**src/rtl/pfa_pkg.sv**
```systemverilog
`timescale 1ns / 1ps

package pfa_pkg;

    // Operation codes carried in the input tuser.
    localparam logic [2:0] OP_INIT   = 3'd0;
    localparam logic [2:0] OP_ALLOC  = 3'd1;
    localparam logic [2:0] OP_FREE   = 3'd2;
    localparam logic [2:0] OP_INCREF = 3'd3;
    localparam logic [2:0] OP_DECREF = 3'd4;

    // Status codes carried in the output tuser.
    localparam logic [2:0] STS_OK        = 3'd0;
    localparam logic [2:0] STS_NO_MEMORY = 3'd1;
    localparam logic [2:0] STS_BAD_FREE  = 3'd2;
    localparam logic [2:0] STS_UNDERFLOW = 3'd3;
    localparam logic [2:0] STS_SATURATED = 3'd4;
    localparam logic [2:0] STS_BAD_INDEX = 3'd5;

    // Configuration register indexes (byte address is four times the index).
    localparam logic [2:0] REG_PAGE_COUNT = 3'd0;
    localparam logic [2:0] REG_IO_FIRST   = 3'd1;
    localparam logic [2:0] REG_IO_LAST    = 3'd2;
    localparam logic [2:0] REG_KERN_FIRST = 3'd3;
    localparam logic [2:0] REG_KERN_LAST  = 3'd4;
    localparam logic [2:0] REG_MP_ENTRY   = 3'd5;

    localparam logic [12:0] RST_PAGE_COUNT = 13'd4096;
    localparam logic [11:0] RST_IO_FIRST   = 12'd160;
    localparam logic [11:0] RST_IO_LAST    = 12'd256;
    localparam logic [11:0] RST_KERN_FIRST = 12'd256;
    localparam logic [11:0] RST_KERN_LAST  = 12'd512;
    localparam logic [11:0] RST_MP_ENTRY   = 12'd7;

    typedef struct packed {
        logic [12:0] page_count;
        logic [11:0] io_first;
        logic [11:0] io_last;
        logic [11:0] kern_first;
        logic [11:0] kern_last;
        logic [11:0] mp_entry;
    } t_cfg;

    typedef struct packed {
        logic val_zero;
        logic val_max;
        logic res_zero;
    } t_alu_flags;

    typedef struct packed {
        logic in_range;
        logic reserved;
    } t_page_class;

endpackage

```
**src/rtl/pfa_alu.sv**
```systemverilog
`timescale 1ns / 1ps

module pfa_alu #(
    parameter int REF_BITS = 16
) (
    input  logic [REF_BITS-1:0]  i_value,
    input  logic                 i_dec,
    output logic [REF_BITS-1:0]  o_result,
    output pfa_pkg::t_alu_flags  o_flags
);

    // One adder serves both increment and decrement of a reference count.
    assign o_result         = i_dec ? (i_value - REF_BITS'(1)) : (i_value + REF_BITS'(1));
    assign o_flags.val_zero = (i_value == '0);
    assign o_flags.val_max  = &i_value;
    assign o_flags.res_zero = (o_result == '0);

endmodule

```
**config.mk**
```make
export PLATFORM = sky130hd
export DESIGN_NAME = pfa_alu
export DESIGN_NICKNAME = d
export VERILOG_FILES = /design/src/rtl/pfa_pkg.sv /design/src/rtl/pfa_alu.sv
export SDC_FILE = /design/constraint.sdc
export NUM_CORES = 1
export LEC_CHECK = 0
export BUFFER_PORTS_ARGS = -buffer_cell sky130_fd_sc_hd__buf_2
export CORE_UTILIZATION = 45
export DETAILED_ROUTE_END_ITERATION = 12
export GPL_ROUTABILITY_DRIVEN = 0
export PLACE_DENSITY = 0.77
export RECOVER_POWER = 50
export SLEW_MARGIN = 10
export SYNTH_ARGS = -nofsm -noshare
export SYNTH_HDL_FRONTEND = slang
export SYNTH_SLANG_ARGS = --single-unit
```
**constraint.sdc**
```tcl
create_clock -name vclk -period 9.4
set_input_delay 1.41 -clock vclk [all_inputs]
set_output_delay 1.41 -clock vclk [all_outputs]
set_load 0.02 [all_outputs]
```
* Word level (Yosys, flattened, before mapping) *
Cells that the tools add are included.

word-level totals
  bits of input ports = 17
  register bits after elaboration = 0

cells by class
  mux-type cells = 1
  $add $sub $neg = 2
  reductions and logical operators = 3

operators with widths
  kind                                                 number
  logical NOT 16 bit                                   2
  adder 16 x 1 -> 16 bit (second input constant)       1
  2-to-1 mux 16 bit                                    1
  AND reduction 16 bit                                 1
  subtractor 16 x 1 -> 16 bit (second input constant)  1

* Logic depth before layout (Yosys ltp) *
  word-level depth = 3
  gate-level depth with buffers = 8

* Worst setup path before layout *
OpenSTA, ideal clock, no wires.

  path kind = input port to output port
  from = in i_value[0]
  to = out o_flags[0] (netlist name)
  arrival time = 4.066 ns
  stages on the path = 8
  setup slack = 3.924 ns
  path through = fa_1 > a21o_1 > a2111o_1 > a2111o_1 > nand2_1 > xnor2_1 > or4_1 > nor4_2

RTL lines
  element      RTL line      source
  from (decl)  pfa_alu.sv:6  input logic [REF_BITS-1:0] i_value,
  to (decl)    pfa_alu.sv:9  output pfa_pkg::t_alu_flags o_flags

==> flow_summary.json <==
{
  "outcome": "completed",
  "finalHoldViolCount": 0,
  "setup_viol": 0,
  "grt_max_degree": 17,
  "port_buffers": 36,
  "nClkBuffers": 0,
  "clkPwrFrac_pct": 0,
  "p_sw_share_pct": 62.4,
  "cp_max_fo": 16,
  "leakage_uw": 0.000514,
  "drt-pass1-iter-count": 4,
  "cp.arrival_ns": 4.68,
  "cts_resized": 0,
  "worst_pin_slew_ns": 0.848,
  "fin_area_sq_um": 1080,
  "die_area_sq_um": 2140,
  "slowest_delay_ns": 0.62,
  "place_ws_ns": 3.69,
  "intPower_uw": 36.6,
  "synth-adder-area-share_pct": 23.5,
  "fin_crit_sh_pct": 64.8,
  "synth_cell_type_count": 41,
  "io-pin-count": 36,
  "die_width_um": 46.3,
  "max_freq_mhz": 164,
  "synth-simple-area-share_pct": 30.5,
  "synth_area_leaders": "ha_1 (21%), xnor2_1 (7.0%), a21o_1 (6.0%), a21oi_1 (4.5%), nand4_1 (4.3%)",
  "min_path_cells": 4,
  "crit_type": "in -> out",
  "end_kind": "output pin",
  "synth_area_leader_cell": "ha_1",
  "start_util_pct": 49.5,
  "ir_drop_uv": 44.3,
  "drtAntennaViolNets": 0,
  "cp.depth": 10,
  "post-dp-hpwl_um": 2080,
  "die-height_um": 46.3,
  "mappedNetlistArea_sq_um": 882,
  "antenna_cells": 0,
  "syn_inst": 119,
  "synth_commonest_cells": "ha_1 (15), nor2_1 (10), a21oi_1 (8)",
  "yosysMostFrequentCell": "ha_1",
  "maxCapViolations": 0,
  "syn_nets": 152,
  "pwr-share-seq_pct": 0,
  "grt_first_pass_wirelength_um": 4020,
  "grt_usage_pct": 24.9,
  "drt-total-wl_um": 2450,
  "cp_slowest_cell": "clkbuf_1",
  "final_core_util_pct": 60.5,
  "powerDensity_nw_per_um2": 90.5,
  "yosysWarningCount": 0,
  "crit_buf_inv": 2,
  "final_nets": 189,
  "worst_ep_required_time_ns": 7.99,
  "antenna_found_initial": 0,
  "path_cells": "clkbuf_1 > ha_1 > a211o_1 > a21o_1 > a211o_2 > a2111oi_2 > o2111ai_1 > or4_1 > nor4_2 > buf_2",
  "layout-drive-gt1-share_pct": 24.0,
  "vias": 1081,
  "power.switching_uw": 60.9,
  "grt_pass1_vias": 933,
  "place_area_sq_um": 1090,
  "grt_remaining_overflow": 0,
  "postCtsSetupRepairBufs": 0,
  "area_delta_synth_final_pct": 22.3,
  "synth_compound_area_share_pct": 31.8,
  "synth_top_family_by_area": "compound AO/OA/AOI/OAI gates",
  "core_area_sq_um": 1780,
  "drcViolationCount": 0,
  "postCtsHoldBufs": 0,
  "fin_tns_setup_ns": 0,
  "seq_cell_count": 0,
  "startpoint_type": "input pin",
  "hold_class": "in -> out",
  "drv_slew": 0,
  "critPathTopFamily": "compound AO/OA/AOI/OAI gates",
  "min_period_ns": 6.09,
  "yosysSeqAreaShare_pct": 0,
  "synth.top_cell.area_share_pct": 21.3,
  "muxShareOfSynthArea_pct": 1.13,
  "power_frac_comb_pct": 100.0,
  "max_slew_margin_pct": 43.5,
  "syn_area_per_cell_sq_um": 7.41,
  "vias_per_cell": 6.04,
  "grt_setup_unrepaired": "false",
  "drtIter0Drc": 31,
  "fin_ws_ns": 3.31,
  "seqCellArea_sq_um": 0,
  "synth_xor_area_share_pct": 10.9,
  "wire_per_inst_um": 13.7,
  "core.rowCount": 15
}
[final cells by class]
class | instances | area (sq um)
multi-input combinational | 114 | 863
fill | 186 | 704
inverter | 4 | 15.0
timing repair buffer | 36 | 169
tap | 25 | 31.3
[per-stage QoR]
stage / total power [uW] / hold slack [ns] / cells
3_5_place_dp: 97.7 / 3.17 / 179
5_1_grt: 107 / 3.25 / 179
4_1_cts: 98.0 / 3.17 / 179
2_1_floorplan: 68.9 / 2.90 / 119
3_3_place_gp: 96.0 / 3.17 / 179
6_report: 97.6 / 3.22 / 179
[cells in the final DEF, fill, tap and decap left out, drive strengths merged, types with 2 or more instances in the layout]
cell / synthesis / layout
xor2: 4 / 4
a211oi: 2 / 2
a21o: 7 / 7
clkbuf: 1 / 9
or3: 2 / 2
nand2: 5 / 5
or2: 2 / 2
o21a: 2 / 2
and2: 4 / 4
o21ai: 6 / 6
and3: 4 / 4
a2111o: 2 / 2
nor2: 10 / 10
inv: 4 / 4
buf: 0 / 27
ha: 15 / 15
a211o: 2 / 2
nand3: 3 / 3
nand4: 6 / 6
nor4: 6 / 6
a21oi: 8 / 8
xnor2: 7 / 7
o21bai: 2 / 2
[layer usage]
metal	track usage [%]	share of wire, %
met1	37.6	48
met2	41.1	47
met3	0	4.5
met4	1.18	0
met5	0	0
[kinds of logic (layout without fill, tap and decap cells)]
family	Yosys count	count (layout)
AO/OA/AOI/OAI	39	39
buffers and inverters	5	40
adder cells (fa/ha/maj)	16	16
AND/OR/NAND/NOR	47	47
multiplexers	1	1
XOR/XNOR	11	11
[power groups by stage]
| stage | Combinational, uW | Sequential [uW] | Clock [uW] |
|---|---|---|---|
| after floorplan | 68.9 | 0 | 0 |
| after global placement | 96.0 | 0 | 0 |
| after detailed placement | 97.7 | 0 | 0 |
| after CTS | 98.0 | 0 | 0 |
| after global routing | 107 | 0 | 0 |
| final | 97.6 | 0 | 0 |
[worst paths after layout]
path | from | end | slack, ns
setup / recovery | i_dec | o_flags[0] | 3.31
hold / removal | i_value[8] | o_flags[1] | 3.22
Power figures use the tool's default switching activity.
