[config.mk]
export PLATFORM = sky130hd
export DESIGN_NAME = pfa_regs
export DESIGN_NICKNAME = d
export VERILOG_FILES = /design/src/rtl/pfa_pkg.sv /design/src/rtl/pfa_regs.sv
export SDC_FILE = /design/constraint.sdc
export NUM_CORES = 1
export LEC_CHECK = 0
export BUFFER_PORTS_ARGS = -buffer_cell sky130_fd_sc_hd__clkbuf_2
export CAP_MARGIN = 10
export CORE_MARGIN = 5
export CORE_UTILIZATION = 35
export CTS_CLUSTER_DIAMETER = 30
export DETAILED_ROUTE_END_ITERATION = 8
export GPL_ROUTABILITY_DRIVEN = 0
export PLACE_DENSITY = 0.68
export SLEW_MARGIN = 5
export SYNTH_ARGS = -nofsm -noshare
export SYNTH_HDL_FRONTEND = slang
export SYNTH_SLANG_ARGS = --single-unit
[constraint.sdc]
create_clock -name i_clk -period 2.74 [get_ports i_clk]
set_input_delay 0.685 -clock i_clk [delete_from_list [all_inputs] [get_ports i_clk]]
set_output_delay 0.685 -clock i_clk [all_outputs]
set_load 0.03 [all_outputs]
[src/rtl/pfa_pkg.sv]
`timescale 1ns / 1ps

package pfa_pkg;

    // Operation codes carried in the input tuser.
    localparam logic [2:0] OP_INIT   = 3'd0;
    localparam logic [2:0] OP_ALLOC  = 3'd1;
    localparam logic [2:0] OP_FREE   = 3'd2;
    localparam logic [2:0] OP_INCREF = 3'd3;
    localparam logic [2:0] OP_DECREF = 3'd4;

    // Status codes carried in the output tuser.
    localparam logic [2:0] STS_OK        = 3'd0;
    localparam logic [2:0] STS_NO_MEMORY = 3'd1;
    localparam logic [2:0] STS_BAD_FREE  = 3'd2;
    localparam logic [2:0] STS_UNDERFLOW = 3'd3;
    localparam logic [2:0] STS_SATURATED = 3'd4;
    localparam logic [2:0] STS_BAD_INDEX = 3'd5;

    // Configuration register indexes (byte address is four times the index).
    localparam logic [2:0] REG_PAGE_COUNT = 3'd0;
    localparam logic [2:0] REG_IO_FIRST   = 3'd1;
    localparam logic [2:0] REG_IO_LAST    = 3'd2;
    localparam logic [2:0] REG_KERN_FIRST = 3'd3;
    localparam logic [2:0] REG_KERN_LAST  = 3'd4;
    localparam logic [2:0] REG_MP_ENTRY   = 3'd5;

    localparam logic [12:0] RST_PAGE_COUNT = 13'd4096;
    localparam logic [11:0] RST_IO_FIRST   = 12'd160;
    localparam logic [11:0] RST_IO_LAST    = 12'd256;
    localparam logic [11:0] RST_KERN_FIRST = 12'd256;
    localparam logic [11:0] RST_KERN_LAST  = 12'd512;
    localparam logic [11:0] RST_MP_ENTRY   = 12'd7;

    typedef struct packed {
        logic [12:0] page_count;
        logic [11:0] io_first;
        logic [11:0] io_last;
        logic [11:0] kern_first;
        logic [11:0] kern_last;
        logic [11:0] mp_entry;
    } t_cfg;

    typedef struct packed {
        logic val_zero;
        logic val_max;
        logic res_zero;
    } t_alu_flags;

    typedef struct packed {
        logic in_range;
        logic reserved;
    } t_page_class;

endpackage

[src/rtl/pfa_regs.sv]
`timescale 1ns / 1ps

module pfa_regs (
    input  logic               i_clk,
    input  logic               i_rst_n,
    input  logic               psel,
    input  logic               penable,
    input  logic               pwrite,
    input  logic [4:0]         paddr,
    input  logic [31:0]        pwdata,
    output logic [31:0]        prdata,
    output logic               pready,
    output pfa_pkg::t_cfg      o_cfg
);

    pfa_pkg::t_cfg r_cfg;
    logic          w_wr;
    logic [2:0]    w_idx;

    assign pready = 1'b1;
    assign w_wr   = psel && penable && pwrite;
    assign w_idx  = paddr[4:2];
    assign o_cfg  = r_cfg;

    always_ff @(posedge i_clk) begin
        if (!i_rst_n) begin
            r_cfg.page_count <= pfa_pkg::RST_PAGE_COUNT;
            r_cfg.io_first   <= pfa_pkg::RST_IO_FIRST;
            r_cfg.io_last    <= pfa_pkg::RST_IO_LAST;
            r_cfg.kern_first <= pfa_pkg::RST_KERN_FIRST;
            r_cfg.kern_last  <= pfa_pkg::RST_KERN_LAST;
            r_cfg.mp_entry   <= pfa_pkg::RST_MP_ENTRY;
        end else if (w_wr) begin
            case (w_idx)
                pfa_pkg::REG_PAGE_COUNT: r_cfg.page_count <= pwdata[12:0];
                pfa_pkg::REG_IO_FIRST:   r_cfg.io_first   <= pwdata[11:0];
                pfa_pkg::REG_IO_LAST:    r_cfg.io_last    <= pwdata[11:0];
                pfa_pkg::REG_KERN_FIRST: r_cfg.kern_first <= pwdata[11:0];
                pfa_pkg::REG_KERN_LAST:  r_cfg.kern_last  <= pwdata[11:0];
                pfa_pkg::REG_MP_ENTRY:   r_cfg.mp_entry   <= pwdata[11:0];
                default: ;
            endcase
        end
    end

    always_comb begin
        case (w_idx)
            pfa_pkg::REG_PAGE_COUNT: prdata = {19'd0, r_cfg.page_count};
            pfa_pkg::REG_IO_FIRST:   prdata = {20'd0, r_cfg.io_first};
            pfa_pkg::REG_IO_LAST:    prdata = {20'd0, r_cfg.io_last};
            pfa_pkg::REG_KERN_FIRST: prdata = {20'd0, r_cfg.kern_first};
            pfa_pkg::REG_KERN_LAST:  prdata = {20'd0, r_cfg.kern_last};
            pfa_pkg::REG_MP_ENTRY:   prdata = {20'd0, r_cfg.mp_entry};
            default:                 prdata = 32'd0;
        endcase
    end

endmodule

======== Word-level counts from Yosys, hierarchy flattened ========
Index checks and enable logic that the tools add are counted.
word-level totals
  register bits after elaboration ......... 73
  output and inout port bits .............. 106
cells by class
  equality and inequality tests ........... 5
  muxes and demuxes ....................... 1
  reduce and logical (&&, ||, !) cells .... 9
operators by type and width
  cell                                            number
  one-hot mux 13 bit (6 select lines)             1
  AND reduction 2 bit                             6
  == test 3 x 2 -> 1 bit (second input constant)  2
  == test 3 bit (second input constant)           2
  == test 3 x 1 -> 1 bit (second input constant)  1
  zero test 3 bit                                 1
  logical AND 1 bit                               2

======== Logic depth before layout (Yosys ltp) ========
  depth in word-level cells ............... 3
  mapped depth ............................ 6
  depth with buffers taken out ............ 3

======== Worst setup path after synthesis ========
OpenSTA, ideal clock, no wires.
  path kind ............................... input-to-output
  start point ............................. in paddr[2]
  end point ............................... out prdata[12]
  data arrival time ....................... 2.219 ns
  required time ........................... 2.055 ns
  path slack .............................. -0.164 ns
  stages .................................. 4
  buffers on the path ..................... 3
  cell sequence ........................... buf_4 -> buf_2 -> buf_2 -> nor4b_1
between the ends
  cells in the longest elaborated chain, start to end .. 2
  elaborated cells between the ends (all ways) .. 7
  those cells by class .................... eq/ne: 5; mux: 1; reduce/logical: 1
RTL lines
  element                                RTL line        RTL
  start: declaration                     pfa_regs.sv:9   input logic [4:0] paddr,
  == test 3 bit (tied with other cells)  pfa_regs.sv:47  case (w_idx)
  one-hot mux 13 bit (6 select lines) *  pfa_regs.sv:47
  end: declaration                       pfa_regs.sv:11  output logic [31:0] prdata,
Mark *: on every way between the ends. The rest lies on a longest branch, timed or not.

======== Final worst setup path ========
  start point ............................. in paddr[4]
  end point ............................... out prdata[2]
Same word-level chain as after synthesis.

==> run summary <==
Finished Cell Area: 4402 um^2
Crit path DAT: 1.93 ns
DR vias/cell: 4.917
Starting density of the core: 36.19%
H-tree level count: 3
Syn-to-layout area delta: 23.87%
EDFF count, synth: 0
Vias: 3009
Site Rows: 36
Die area: 12270 um^2
Crit Path Class: in -> out
CTS resizes: 0
Final WL: 10510 um
Avg WL per Cell: 17.17 um
Hold Buf Count CTS: 0
Async set-or-reset flop fraction in the synthesized netlist: 0%
Hold path start: o_cfg[19]
Clk slew on worst S/H paths: 0.08 ns
Slowest-stage cell, CP: nor2_1
First-pass GRT wire length: 16570 um
Post-place setup slack: 0.06312 ns
Critical path peak fanout: 13
Clock insertion delay at the later pin of the skew report: 0.33 ns
Fin Clk Skew: 0 ns
Post-synthesis sequential area ratio: 41.13%
Commonest non-fill, non-tap cell in the layout: clkbuf_2
CP max stage delay: 0.32 ns
Layout cells sized above 1: 35.28%
Crit Reg-Reg Endpoint: o_cfg[0]
Ys flop type: dfxtp_1
Synth area leaders: dfxtp_1, mux2i_1, nand2_1
YS warnings: 0
Vias in the first global route: 3049
Initial antenna violation count: 0
Largest register FFs: 73
Most frequent cells in the layout: clkbuf_2, nand2_1, mux2i_1
P_leak: 1.925 nW
CP endpoint kind: primary output
R2R Setup Slk: 2.04 ns
Endpoints failing setup: 0
First drt pass iteration count: 4
Die height: 110.8 um
Port buffer count: 106
Final worst slack: 0.1294 ns
Clock period minus worst slack: 2.611 ns
Gate Count Post-Synth: 366
Die width: 110.8 um
DRC errors left: 0
Area of the mapped netlist: 3553 um^2
Top-area cell type share of the netlist area: 41.13%
R2R depth: 2
Core footprint: 9819 um^2
Final hold vios: 0
Slew Viols, Final: 0
Clock root buffer: clkbuf_8
Pin count of the biggest net entering global routing: 89
Buf+Inv Stages, Crit Path: 3
Worst min-delay path endpoint: o_cfg[19]
Area leader, netlist: dfxtp_1
Reg2reg start: o_cfg[0]
CP startpoint kind: primary input
Post-CTS Setup Inserts: 0
Ports: 148
Cell family with most CP delay: buffers and inverters
TritonCTS Buffers: 9
Grt total ovfl: 0
Cell Pwr Density: 481.5 nW/um^2
Fin util: 44.83%
Total track usage: 16.78%
Post-DRT Antenna Nets: 0
Layout net count: 516
Period utilization: 95.28%
Yosys cell types: 36
Outcome: complete, no violations
CTS tree: built
Hold Path Stages: 2
HP Class: reg -> reg
RSZ-0062 raised after global routing: no
DP HPWL: 7816 um
Placed standard-cell area: 4209 um^2
Initial drt markers: 233
Avg Synthesized Cell Area: 9.709 um^2
Max Fclk: 383.1 MHz
Most used cell, CP: clkbuf_2
Critical Path RT: 2.06 ns
TNS Setup: 0 ns
Sink Count: 73
Crit-path cells: clkbuf_2, buf_4, nor2_1, a32oi_1, o21ai_1, clkbuf_2
MaxCap Viol Count: 0
N_diodes: 0
Peak supply drop: 293.3 uV
Flops & latches, synth: 73
CTS max path bufs: 2
## where the power goes
part / internal [mW] / switching [mW]
clock network: 0.363 / 0.434
registers: 1.07 / 0.00660
logic: 0.0732 / 0.175
## Yosys cell counts, drive strengths merged (2+ instances only)
cell and count:
clkbuf 12, buf 36, o311ai 4, inv 6, mux2i 74, a2bb2oi 2, a221o 2, mux4 2
dfxtp 73, mux2 16, a21oi 2, a221oi 2, o21ai 14, or4b 2, a22oi 6, conb 2
nor2b 10, nand2 78, nand2b 3, nor2 6, a32oi 6
## cell families (layout without fill, tap and decap cells)
family / count (synthesis) / in the layout / synth area share, %
multiplexers: 92 / 92 / 27.18
other: 2 / 20 / 0.2113
buffers and inverters: 54 / 149 / 9.436
AO/OA/AOI/OAI: 40 / 40 / 7.958
flip-flops: 73 / 73 / 41.13
AND/OR/NAND/NOR: 105 / 105 / 14.08
## worst max-delay path by stage
stage	from	endpoint	slack [ns]	depth (start not counted)
2_1_floorplan	paddr[3]	prdata[8]	0.03	5
3_3_place_gp	paddr[3]	prdata[7]	0.05	6
3_5_place_dp	paddr[3]	prdata[3]	0.06	6
4_1_cts	paddr[3]	prdata[3]	0.06	6
5_1_grt	paddr[3]	prdata[3]	0.02	6
6_report	paddr[4]	prdata[2]	0.13	6
## metrics by stage
step                hold slack (ns)  cells  power [mW]
floorplan                    0.5904    384       1.290
global placement             0.4552    596       1.345
detailed placement           0.4645    596       1.347
CTS                          0.4764    612       2.134
global route                 0.4867    612       2.203
finish                       0.4743    612       2.120
## tightest hold or removal path, stage by stage (launching register included)
cell and delay, ns:
dfxtp_1 0.33, nand2_1 0.05, mux2i_1 0.05
## layout make-up
class	instances	area [um^2]
Clock buffer	10	137.6
Clock inverter	6	50.05
Fill cell	1004	5418
Inverter	6	22.52
Multi-Input combinational cell	257	1836
Sequential cell	73	1461
Tap cell	133	166.4
Timing Repair Buffer	127	728.2
## per-layer routing
metal  up-vias  global-route usage, %  wire, um
met5         -                      0         0
met2       117                  29.29      5243
li1       1446                      -         -
met1      1433                  20.75      4377
met4         0                  4.023        93
met3        13                  4.148       797
Note: power is estimated with default switching activity, not from simulation.
