## config.mk

```make
export PLATFORM = sky130hd
export DESIGN_NAME = pfa_class
export DESIGN_NICKNAME = d
export VERILOG_FILES = /design/src/rtl/pfa_pkg.sv /design/src/rtl/pfa_class.sv
export SDC_FILE = /design/constraint.sdc
export NUM_CORES = 1
export LEC_CHECK = 0
export BUFFER_PORTS_ARGS = -buffer_cell sky130_fd_sc_hd__buf_4
export CAP_MARGIN = 40
export CORE_MARGIN = 5
export CORE_UTILIZATION = 51
export DETAILED_ROUTE_END_ITERATION = 6
export PLACE_DENSITY_LB_ADDON = 0.3
export SYNTH_ARGS = -nofsm -noshare
export SYNTH_HDL_FRONTEND = slang
export SYNTH_SLANG_ARGS = --single-unit
```

## constraint.sdc

```tcl
create_clock -name vclk -period 4.95
set_clock_uncertainty 0.2 [all_clocks]
set_input_delay 0.495 -clock vclk [all_inputs]
set_output_delay 0.495 -clock vclk [all_outputs]
set_load 0.005 [all_outputs]
```

## src/rtl/pfa_pkg.sv

```systemverilog
`timescale 1ns / 1ps

package pfa_pkg;

    // Operation codes carried in the input tuser.
    localparam logic [2:0] OP_INIT   = 3'd0;
    localparam logic [2:0] OP_ALLOC  = 3'd1;
    localparam logic [2:0] OP_FREE   = 3'd2;
    localparam logic [2:0] OP_INCREF = 3'd3;
    localparam logic [2:0] OP_DECREF = 3'd4;

    // Status codes carried in the output tuser.
    localparam logic [2:0] STS_OK        = 3'd0;
    localparam logic [2:0] STS_NO_MEMORY = 3'd1;
    localparam logic [2:0] STS_BAD_FREE  = 3'd2;
    localparam logic [2:0] STS_UNDERFLOW = 3'd3;
    localparam logic [2:0] STS_SATURATED = 3'd4;
    localparam logic [2:0] STS_BAD_INDEX = 3'd5;

    // Configuration register indexes (byte address is four times the index).
    localparam logic [2:0] REG_PAGE_COUNT = 3'd0;
    localparam logic [2:0] REG_IO_FIRST   = 3'd1;
    localparam logic [2:0] REG_IO_LAST    = 3'd2;
    localparam logic [2:0] REG_KERN_FIRST = 3'd3;
    localparam logic [2:0] REG_KERN_LAST  = 3'd4;
    localparam logic [2:0] REG_MP_ENTRY   = 3'd5;

    localparam logic [12:0] RST_PAGE_COUNT = 13'd4096;
    localparam logic [11:0] RST_IO_FIRST   = 12'd160;
    localparam logic [11:0] RST_IO_LAST    = 12'd256;
    localparam logic [11:0] RST_KERN_FIRST = 12'd256;
    localparam logic [11:0] RST_KERN_LAST  = 12'd512;
    localparam logic [11:0] RST_MP_ENTRY   = 12'd7;

    typedef struct packed {
        logic [12:0] page_count;
        logic [11:0] io_first;
        logic [11:0] io_last;
        logic [11:0] kern_first;
        logic [11:0] kern_last;
        logic [11:0] mp_entry;
    } t_cfg;

    typedef struct packed {
        logic val_zero;
        logic val_max;
        logic res_zero;
    } t_alu_flags;

    typedef struct packed {
        logic in_range;
        logic reserved;
    } t_page_class;

endpackage

```

## src/rtl/pfa_class.sv

```systemverilog
`timescale 1ns / 1ps

module pfa_class #(
    parameter int PAGES = 4096
) (
    input  logic [$clog2(PAGES)-1:0] i_page,
    input  pfa_pkg::t_cfg            i_cfg,
    output pfa_pkg::t_page_class     o_class
);

    localparam int PW = $clog2(PAGES);
    localparam int LW = (PW + 1 > 13) ? PW + 1 : 13;

    logic [LW-1:0] w_pg;

    assign w_pg = LW'(i_page);

    assign o_class.in_range = (w_pg < LW'(i_cfg.page_count));
    assign o_class.reserved = (w_pg == '0)
        || ((w_pg >= LW'(i_cfg.io_first)) && (w_pg <= LW'(i_cfg.io_last)))
        || ((w_pg >= LW'(i_cfg.kern_first)) && (w_pg <= LW'(i_cfg.kern_last)))
        || (w_pg == LW'(i_cfg.mp_entry));

endmodule

```

Word level (Yosys, flattened, before mapping) --
Index checks and enable logic that the tools add are counted. Widths: inputs -> output; s select.
Storage, ports and cells: output and inout port bits 2, latch bits 0, memories kept 0, register bits 0, bits in writable memories 0, memory bits (read-only) 0
Operators by class: reduce and logical (&&, ||, !) cells 6, equality and inequality tests 1, magnitude comparators 5, bitwise gates (word level) 0, multipliers 0, divide/modulo/power cells 0, add/sub/neg operators 0, shift operators 0, muxes and demuxes 0
Operator list (count):
- $ge 12x12->1 | 2
- $le 12x12->1 | 2
- $logic_not 13->1 | 1
- $lt 12x13->1 | 1
- $eq 12x12->1 | 1
- $logic_or 1x1->1 | 3
- $logic_and 1x1->1 | 2

Longest topological paths before layout --
Gate-level depths: netlist of the first run.
word-level depth 5, mapped depth 8, mapped depth without buffers 8

Worst setup path after synthesis of the first run --
Ideal clock, no wire load.
path kind input to output, from input i_cfg[53] in the netlist's numbering, to output o_class[0] in the netlist's numbering, path buffers 0, setup slack 2.542 ns, arrival time 1.713 ns, stages 8, path through inv_1 -> ha_1 -> a21o_1 -> a21o_1 -> a21oi_2 -> a21oi_1 -> o32ai_1 -> o2111ai_1
RTL lines:
- start, declared | RTL line pfa_class.sv:7 | input pfa_pkg::t_cfg i_cfg,
- end, declared | RTL line pfa_class.sv:8 | output pfa_pkg::t_page_class o_class

==> results of run 1 <==
final cells by class:
cell class                      count  area share, %
Inverter                           56           9.16
Multi-Input combinational cell    162           60.0
Tap cell                           44           2.40
Timing Repair Buffer               87           28.4
through the flow:
stage,setup slack (ns),cells,hold WS [ns]
detailed placement,2.14,349,1.18
floorplan,2.54,218,0.955
global route,1.94,349,1.20
global placement,2.21,349,1.17
finish,2.12,349,1.19
CTS,2.14,349,1.19
routing by layer:
layer  GRT usage (%)  share of wire (%)  routed length (um)  vias to the layer above
met4            4.92                2.0                  95                        0
met1            25.3                 40                1850                      830
li1                -                  -                   -                      945
met5               0                  0                   0                        -
met3            1.53                6.9                 324                       13
met2            40.8                 51                2390                       67
synthesized netlist by cell type, drive strengths merged, types with 2 or more instances:
master / count / area (um2)
o211ai: 2 / 15.0
o21ai: 5 / 25.0
nor3: 2 / 10.0
a2111oi: 2 / 17.5
nor2b: 3 / 18.8
nand3: 6 / 30.0
ha: 59 / 738
a21oi: 19 / 98.9
xor2: 12 / 105
a211oi: 4 / 30.0
nor2: 9 / 33.8
nand4: 11 / 68.8
nand2: 5 / 18.8
a21o: 7 / 52.6
inv: 56 / 210
nor4: 6 / 37.5
cell families after synthesis:
family          after synthesis  synth area share, %
xor+xnor                     12                 6.62
compound gates               46                 18.5
buf+inv                      56                 13.2
simple gates                 45                 15.1
fa+ha+maj                    59                 46.5
worst min-delay path by stage:
stage | end | slack, ns | from | cells past startpoint
after global placement | o_class[1] | 1.17 | i_cfg[72] | 4
after global routing | o_class[1] | 1.20 | i_cfg[72] | 4
after CTS | o_class[1] | 1.19 | i_cfg[72] | 4
final | o_class[1] | 1.19 | i_cfg[72] | 4
after detailed placement | o_class[1] | 1.18 | i_cfg[72] | 4
after floorplan | o_class[1] | 0.95 | i_cfg[72] | 2
power by group through the flow:
stage	registers [mW]	logic (mW)	clock network (mW)
3_5_place_dp	0	0.178	0
5_1_grt	0	0.203	0
3_3_place_gp	0	0.171	0
2_1_floorplan	0	0.0882	0
6_report	0	0.178	0
4_1_cts	0	0.179	0
placed cells by master, fill, tap and decap left out:
| cell | netlist | final |
|---|---|---|
| nor2b_1 | 3 | 3 |
| a211o_1 | 1 | 1 |
| o21ai_0 | 5 | 5 |
| o2111ai_1 | 1 | 1 |
| nand4b_1 | 1 | 1 |
| xor2_1 | 12 | 12 |
| o22ai_1 | 1 | 1 |
| a21oi_1 | 18 | 18 |
| o211ai_1 | 2 | 2 |
| nand2b_1 | 1 | 1 |
| buf_4 | 0 | 87 |
| ha_1 | 59 | 59 |
| a2111oi_0 | 2 | 2 |
| a211oi_1 | 4 | 4 |
| nor2_1 | 9 | 9 |
| o32ai_1 | 1 | 1 |
| a21boi_0 | 1 | 1 |
| a21oi_2 | 1 | 1 |
| o21bai_1 | 1 | 1 |
| nand3_1 | 6 | 6 |
| o21a_1 | 1 | 1 |
| inv_1 | 56 | 56 |
| nand4_1 | 11 | 11 |
| nor3_1 | 2 | 2 |
| a21o_1 | 7 | 7 |
| nand2_1 | 5 | 5 |
| nor3b_1 | 1 | 1 |
| nor4_1 | 6 | 6 |
==> results.ini, run 1 <==
[critical_path]
cp.required_ns = 4.26
cp_max_fo = 7
cp_num_cells = 9
endpoint = o_class[0]
critPathMaxStageDelay_ns = 0.32
critPathCaptureType = primary output
crit_type = primary input to primary output
start_kind = primary input
crit_buf_inv = 2
worstPathArrival_ns = 2.14
critPathTopFamily = compound AO/OA/AOI/OAI gates
slowest_stage = ha_1
startpoint = i_page[5]
crit_chain = buf_4, ha_1, a21o_1, a21o_1, a21oi_2, a21oi_1, o32ai_1, o2111ai_1, buf_4

[yosys]
ys_types = 27
netlist_instances = 218
yosys_warnings = 0
ys_seq_area_share_pct = 0
syn_nets = 362
postSynthAreaPerCell_um2 = 7.28
netlist_area_mm2 = 0.00159

[cells_and_area]
multi_input_area_mm2 = 0.00138
area_growth_pct = 44.6
fill_cells = 265
finalInstanceArea_mm2 = 0.00230
nClkBuffers = 0
design.seq.count = 0
drive_gt1_share_pct = 28.9
antennaDiodeCount = 0
fin_nets = 451
final_util_pct = 75.8
final-seq-area_um2 = 0

[pwr]
powerDensity_mw_per_mm2 = 77.7
p_sw_share_pct = 45.4
p_leak_nw = 1.40
power_uw = 178
peakVddDrop_uv = 35.6
power_frac_comb_pct = 100.0
clockPowerShare_pct = 0
p_seq_share_pct = 0
power_switching_uw = 81.0
power.internal_uw = 97.4

[floorplanning]
io_pins = 87
fp.dieH_um = 65.8
num_rows = 20
floorplan.initialDensity_pct = 52.4
dieWidth_um = 65.8
dieArea_mm2 = 0.00433
coreArea_mm2 = 0.00303

[sta]
worst_pin_slew_ns = 0.372
final.period_utilization_pct = 57.3
maxSlewHeadroom_pct = 74.6
drv_slew = 0
rsz0062_at_grt = no
hold_viol = 0
setup_tns_ns = 0
finalSetupViolations = 0
clock.fmax_mhz = 353
final.min_clock_period_ns = 2.83

[global_routing]
antenna_found_initial = 0
grt_pass1_wl_um = 7470
grt_remaining_overflow = 0
grt_pass1_vias = 1798
grt_usage_pct = 21.3
grt_max_degree = 8

[min_path]
min_path_type = primary input to primary output

[routing]
wl_per_cell_um = 13.4
routed_via_density = 5.32
vias = 1855
ant_nets = 0
drtPass1Iterations = 4
drt_iter0_markers = 44
wl_um = 4670
drc = 0

[clock_network]
ctsResizeCount = 0
post-cts-setup-buffers = 0
cts_hold_buf = 0

[place]
gp_congestion = 0.802
portBuffers = 87
hpwl_um = 4180
place_area_mm2 = 0.00230

[run_status]
status = complete, no violations

[flow_run]
maxCapViolCount = 0

No activity file was read; power rests on OpenSTA's default activity.
==> run 2, diff against run 1 <==
- ABC_AREA: not set -> 1
- CORE_UTILIZATION: 51 -> 45
- clock period: 4.95 -> 2.6 ns (I/O delays scaled with it)
==> run 2 against run 1 <==
  * Largest power group unchanged
  * Flip-flop and latch count did not move
  * First-iteration DRC count did not move
  * Synthesized area rose by 18%
  * Clock-buffer cell count did not move
  * Worst setup slack got worse by 1.5 ns
  * Die area rose by 28%
  * Global-route usage fell by 4.0 points
  * Via count rose by 11%
  * Critical path depth rose by 2
  * Non-clock buffer count did not move
  * Power rose by 110%
==> results.ini, run 2 <==
[pwr]
powerDensity_mw_per_mm2 = 146  ; was 77.7 mW/mm2
peakVddDrop_uv = 62.9  ; was 35.6 uV
p_leak_nw = 1.74  ; was 1.40 nW

[routing]
ant_nets = 0  ; unchanged
vias = 2067  ; was 1855
drt_iter0_markers = 44  ; unchanged
routed_via_density = 4.53  ; was 5.32
drc = 0  ; unchanged
wl_um = 4830  ; was 4670 um
drtPass1Iterations = 4  ; unchanged
wl_per_cell_um = 10.6  ; was 13.4 um

[critical_path]
cp.required_ns = 2.14  ; was 4.26 ns
critPathTopFamily = simple AND/OR/NAND/NOR gates  ; was compound AO/OA/AOI/OAI gates
worstPathArrival_ns = 1.50  ; was 2.14 ns
startpoint = i_page[11]  ; was i_page[5]
endpoint = o_class[0]  ; unchanged
cp_max_fo = 8  ; was 7
crit_chain = buf_4, ha_1, nand2_1, nor2_2, and2_4, nand2_2, nand3_2, nand2_1, nand2_1, nand3_2, buf_4  ; was buf_4, ha_1, a21o_1, a21o_1, a21oi_2, a21oi_1, o32ai_1, o2111ai_1, buf_4
slowest_stage = ha_1  ; unchanged
cp_num_cells = 11  ; was 9
critPathMaxStageDelay_ns = 0.29  ; was 0.32 ns
crit_path_frequent_cell = nand2_1
crit_type = primary input to primary output  ; unchanged
critPathCaptureType = primary output  ; unchanged
crit_buf_inv = 2  ; unchanged
start_kind = primary input  ; unchanged

[cells_and_area]
nClkBuffers = 0  ; unchanged
design.seq.count = 0  ; unchanged
instances_no_fill = 456  ; was 349
multi_input_area_mm2 = 0.00152  ; was 0.00138 mm2
final-seq-area_um2 = 0  ; unchanged
layout_common_cells = inv_1, nand2_1, buf_4  ; was buf_4, ha_1, inv_1
area_growth_pct = 38.2  ; was 44.6%
final_common_cell = inv_1  ; was buf_4
antennaDiodeCount = 0  ; unchanged
fin_nets = 552  ; was 451
drive_gt1_share_pct = 24.9  ; was 28.9%
fill_cells = 405  ; was 265
finalInstanceArea_mm2 = 0.00259  ; was 0.00230 mm2

[yosys]
ys_seq_area_share_pct = 0  ; unchanged
synth_area_leaders = ha_1, inv_1, nand2_1  ; was ha_1, inv_1, xor2_1
netlist_instances = 319  ; was 218
ys_types = 22  ; was 27
netlist_area_mm2 = 0.00187  ; was 0.00159 mm2
yosysTopAreaCell = ha_1  ; unchanged
synth_common_cells = inv_1, nand2_1, ha_1  ; was ha_1, inv_1, a21oi_1
postSynthAreaPerCell_um2 = 5.87  ; was 7.28 um2
yosysMostFrequentCell = inv_1  ; was ha_1
yosys_warnings = 0  ; unchanged
syn_nets = 463  ; was 362
yosysTopAreaCellShare_pct = 39.4  ; was 46.5%

[floorplanning]
num_rows = 23  ; was 20
coreArea_mm2 = 0.00403  ; was 0.00303 mm2
io_pins = 87  ; unchanged
fp.dieH_um = 74.5  ; was 65.8 um
dieArea_mm2 = 0.00555  ; was 0.00433 mm2
dieWidth_um = 74.5  ; was 65.8 um
floorplan.initialDensity_pct = 46.5  ; was 52.4%

[place]
place_area_mm2 = 0.00259  ; was 0.00230 mm2
portBuffers = 87  ; unchanged
hpwl_um = 4410  ; was 4180 um
gp_congestion = 0.905  ; was 0.802
dp.cells = 456  ; was 349

[sta]
final.min_clock_period_ns = 1.96
finalSetupViolations = 0  ; unchanged
setup_tns_ns = 0  ; unchanged
final.period_utilization_pct = 75.4
drv_slew = 0  ; unchanged
clock.fmax_mhz = 510
worst_pin_slew_ns = 0.225  ; was 0.372 ns
rsz0062_at_grt = no  ; unchanged
maxSlewHeadroom_pct = 85.0  ; was 74.6%
hold_viol = 0  ; unchanged

[clock_network]
post-cts-setup-buffers = 0  ; unchanged
ctsResizeCount = 0  ; unchanged
cts_hold_buf = 0  ; unchanged

[run_status]
status = complete, no violations  ; unchanged

[min_path]
min_path_type = primary input to primary output  ; unchanged

[global_routing]
grt_max_degree = 9  ; was 8
grt_pass1_vias = 2004  ; was 1798
grt_usage_pct = 17.4  ; was 21.3%
antenna_found_initial = 0  ; unchanged
grt_pass1_wl_um = 7890  ; was 7470 um
grt_remaining_overflow = 0  ; unchanged

[flow_run]
maxCapViolCount = 0  ; unchanged

run 2: cell count changes in the layout (fill, tap and decap cells not counted), moves of 5 or more:
| cell | delta |
|---|---|
| inv_1 | +34 |
| nand2_1 | +82 |
| nor2_1 | +9 |
| nor4_1 | -5 |
| xnor2_1 | +6 |
| xor2_1 | -12 |
run 2: where the power goes:
group | switching [mW] | total (mW) | internal, mW
Clock | 0 | 0 | 0
Combinational | 0.182 | 0.379 | 0.197
Sequential | 0 | 0 | 0
Total | 0.182 | 0.379 | 0.197
run 2: final cells by class:
class	instances	area share, %
repair buffers	87	25.2
inverters	93	13.5
multi-input cells	226	58.8
well taps	50	2.42
run 2: worst min-delay path by stage:
stage	start	end	slack [ns]	cells past startpoint
finish	i_cfg[72]	o_class[1]	0.69	4
global route	i_cfg[72]	o_class[1]	0.74	4
CTS	i_cfg[72]	o_class[1]	0.69	4
detailed placement	i_cfg[72]	o_class[1]	0.69	4
global placement	i_cfg[72]	o_class[1]	0.69	4
floorplan	i_cfg[72]	o_class[1]	0.48	2
run 2: worst min-delay path, cell delays in order:
cell and delay (ns):
buf_4 0.08, o21ai_0 0.07, nor2_1 0.09, buf_4 0.12
run 2: routing by layer:
metal	vias up	share of wire [%]	wire length (um)	GRT usage (%)
met2	65	45	2160	30.6
met5	-	0	0	0
met3	7	7.9	381	1.35
met1	837	46	2210	23.2
met4	0	1.6	79	3.16
li1	1158	-	-	-
run 2: cells by family (layout without fill, tap and decap cells):
logic type               Yosys count  after routing  share of synthesized area [%]
adder cells (fa/ha/maj)           59             59                           39.4
AO/OA/AOI/OAI                     29             29                           8.36
buffers and inverters             93            180                           18.6
XOR/XNOR                           6              6                           2.81
AND/OR/NAND/NOR                  132            132                           30.7
run 2: through the flow:
step	setup slack [ns]	hold WS (ns)	total power, mW	util [%]
after floorplan	1.02	0.485	0.209	-
after global placement	0.647	0.692	0.372	64.2
after detailed placement	0.626	0.688	0.382	64.2
after CTS	0.623	0.688	0.384	64.2
after global routing	0.493	0.740	0.440	64.2
final	0.640	0.691	0.379	64.2
==> run 3, diff against run 2 <==
- ABC_AREA: 1 -> 0
- CORE_UTILIZATION: 45 -> 43
- clock period: 2.6 -> 1.6 ns (I/O delays scaled with it)
==> run 3 against run 2 <==
  * Routed wire length up 14%
  * Die area fell by 9.8%
  * Via count fell by 5.9%
  * Highest routed layer unchanged
  * Worst setup slack got worse by 1.0 ns
  * Critical path depth is 2 lower
  * Global-route usage is 2.1 points higher
  * First-iteration DRC count grew 2.3%
  * Worst hold slack worse by 0.15 ns
  * The flow now finishes with violations (setup timing)
  * Power is 90% higher
==> results.ini, run 3 (synthesis gave the netlist of run 1 again) <==
[run_status]
status = finished with violations  ; was complete, no violations
violations = setup timing

[global_routing]
grt_util_met2_pct = 39.2  ; was 30.6%
grt_usage_pct = 19.5  ; was 17.4%
grt_use_met3_pct = 2.56  ; was 1.35%
grt_pass1_vias = 1965  ; was 2004
grt_pass1_wl_um = 8200  ; was 7890 um
use_met1_pct = 21.6  ; was 23.2%
grt-busiest-layer = met2  ; unchanged
grt_max_degree = 7  ; was 9
grt_remaining_overflow = 0  ; unchanged
antenna_found_initial = 0  ; unchanged

[floorplanning]
dieWidth_um = 70.8  ; was 74.5 um
coreArea_mm2 = 0.00361  ; was 0.00403 mm2
io_pins = 87  ; unchanged
num_rows = 22  ; was 23
fp.dieH_um = 70.8  ; was 74.5 um
floorplan.initialDensity_pct = 44.0  ; was 46.5%
dieArea_mm2 = 0.00501  ; was 0.00555 mm2

[sta]
drv_slew = 0  ; unchanged
hold_viol = 0  ; unchanged
maxSlewHeadroom_pct = 77.3  ; was 85.0%
worst_pin_slew_ns = 0.337  ; was 0.225 ns
finalSetupViolations = 2  ; was 0
rsz0062_at_grt = yes  ; was no
clock.fmax_mhz = 508
final.period_utilization_pct = 123
final.min_clock_period_ns = 1.97
setup_ws_ns = -0.369  ; was 0.640 ns

[pwr]
p_leak_nw = 1.53  ; was 1.74 nW
peakVddDrop_uv = 126  ; was 62.9 uV
powerDensity_mw_per_mm2 = 258  ; was 146 mW/mm2

[min_path]
whs_path_depth = 4  ; unchanged
hold_path_end = o_class[1]  ; unchanged
hp-start = i_cfg[72]  ; unchanged
min_path_type = primary input to primary output  ; unchanged

[cells_and_area]
antennaDiodeCount = 0  ; unchanged
fill_cells = 259  ; was 405
final-seq-area_um2 = 0  ; unchanged
final_util_pct = 77.7  ; was 64.2%
final_common_cell = buf_4  ; was inv_1
drive_gt1_share_pct = 45.1  ; was 24.9%
design.seq.count = 0  ; unchanged
fin_nets = 474  ; was 552
nClkBuffers = 0  ; unchanged
instances_no_fill = 376  ; was 456
area_growth_pct = 76.4  ; was 38.2%
layout_common_cells = buf_4, inv_1, ha_1  ; was inv_1, nand2_1, buf_4

[routing]
drc = 0  ; unchanged
wl_per_cell_um = 14.6  ; was 10.6 um
ant_nets = 0  ; unchanged
drt_iter0_markers = 45  ; was 44
routed_via_density = 5.18  ; was 4.53
wl_um = 5500  ; was 4830 um
vias = 1946  ; was 2067
drtPass1Iterations = 4  ; unchanged

[place]
hpwl_um = 4600  ; was 4410 um
dp.cells = 375  ; was 456
portBuffers = 87  ; unchanged
gp_congestion = 0.896  ; was 0.905
dp_slack_ns = -0.420  ; was 0.626 ns

[critical_path]
crit_type = primary input to primary output  ; unchanged
cp_max_fo = 6  ; was 8
worstPathArrival_ns = 1.61  ; was 1.50 ns
start_kind = primary input  ; unchanged
critPathCaptureType = primary output  ; unchanged
cp.required_ns = 1.24  ; was 2.14 ns

[flow_run]
maxCapViolCount = 0  ; unchanged

==> run 3: changes by cell type in the layout (fill, tap and decap cells not counted), moves of 7 or more <==
cell / previous run / this run
inv_1: 90 / 51
nor2_1: 18 / 9
a21oi_2: 0 / 7
buf_4: 87 / 103
ha_4: 0 / 16
a21oi_1: 20 / 12
nand2_1: 87 / 5
ha_1: 59 / 43
xor2_1: 0 / 12
==> run 3: metrics by stage <==
stage | setup TNS [ns] | instance area [um2] | total power [mW] | hold WS [ns]
6_report | -0.577 | 2800 | 0.722 | 0.537
5_1_grt | -0.694 | 2800 | 0.796 | 0.560
4_1_cts | -0.620 | 2590 | 0.643 | 0.525
3_5_place_dp | -0.775 | 2500 | 0.612 | 0.509
3_3_place_gp | -0.741 | 2500 | 0.589 | 0.500
2_1_floorplan | 0 | 1630 | 0.280 | 0.285
==> run 3: area by class of cell <==
| type | instances | area, um2 | area share [%] |
|---|---|---|---|
| Inverter | 56 | 215 | 7.68 |
| Multi-Input combinational cell | 162 | 1670 | 59.4 |
| Tap cell | 48 | 60.1 | 2.14 |
| Timing Repair Buffer | 110 | 861 | 30.7 |
==> run 3: how the worst max path moves through the flow <==
stage / end / slack [ns] / cells after the start / from
after floorplan: o_class[0] / 0.003 / 7 / i_cfg[46]
after global placement: o_class[0] / -0.41 / 10 / i_page[0]
after detailed placement: o_class[0] / -0.42 / 10 / i_page[0]
after CTS: o_class[0] / -0.38 / 10 / i_cfg[53]
after global routing: o_class[0] / -0.43 / 10 / i_page[0]
final: o_class[0] / -0.37 / 9 / i_page[1]
==> run 3: metal layers <==
layer	share of wire (%)	vias to the layer above
li1	-	987
met1	40	883
met2	52	64
met3	5.7	12
met4	2.3	0
met5	0	-
==> run 3: what timing repair did <==
action,4_1_cts,5_1_grt
hold buffers,0,0
endpoints found under the hold margin,0,0
gates resized for setup,19,28
setup buffers,0,1
gates cloned,0,0
endpoints found under the setup margin,2,2
pin swaps,3,17
==> run 3: power by group <==
part | leakage, nW | internal, mW | switching, mW | total, mW
Sequential | 0 | 0 | 0 | 0
Combinational | 1.53 | 0.405 | 0.317 | 0.722
Clock | 0 | 0 | 0 | 0
Total | 1.53 | 0.405 | 0.317 | 0.722
==> run 3: worst max-delay path, cell delays in order <==
cell       delay, ns
buf_12          0.12
ha_4            0.23
nor2b_1         0.12
o211ai_1        0.23
a211oi_2        0.13
a2111oi_4       0.21
o32ai_2         0.13
o2111ai_1       0.12
buf_4           0.15
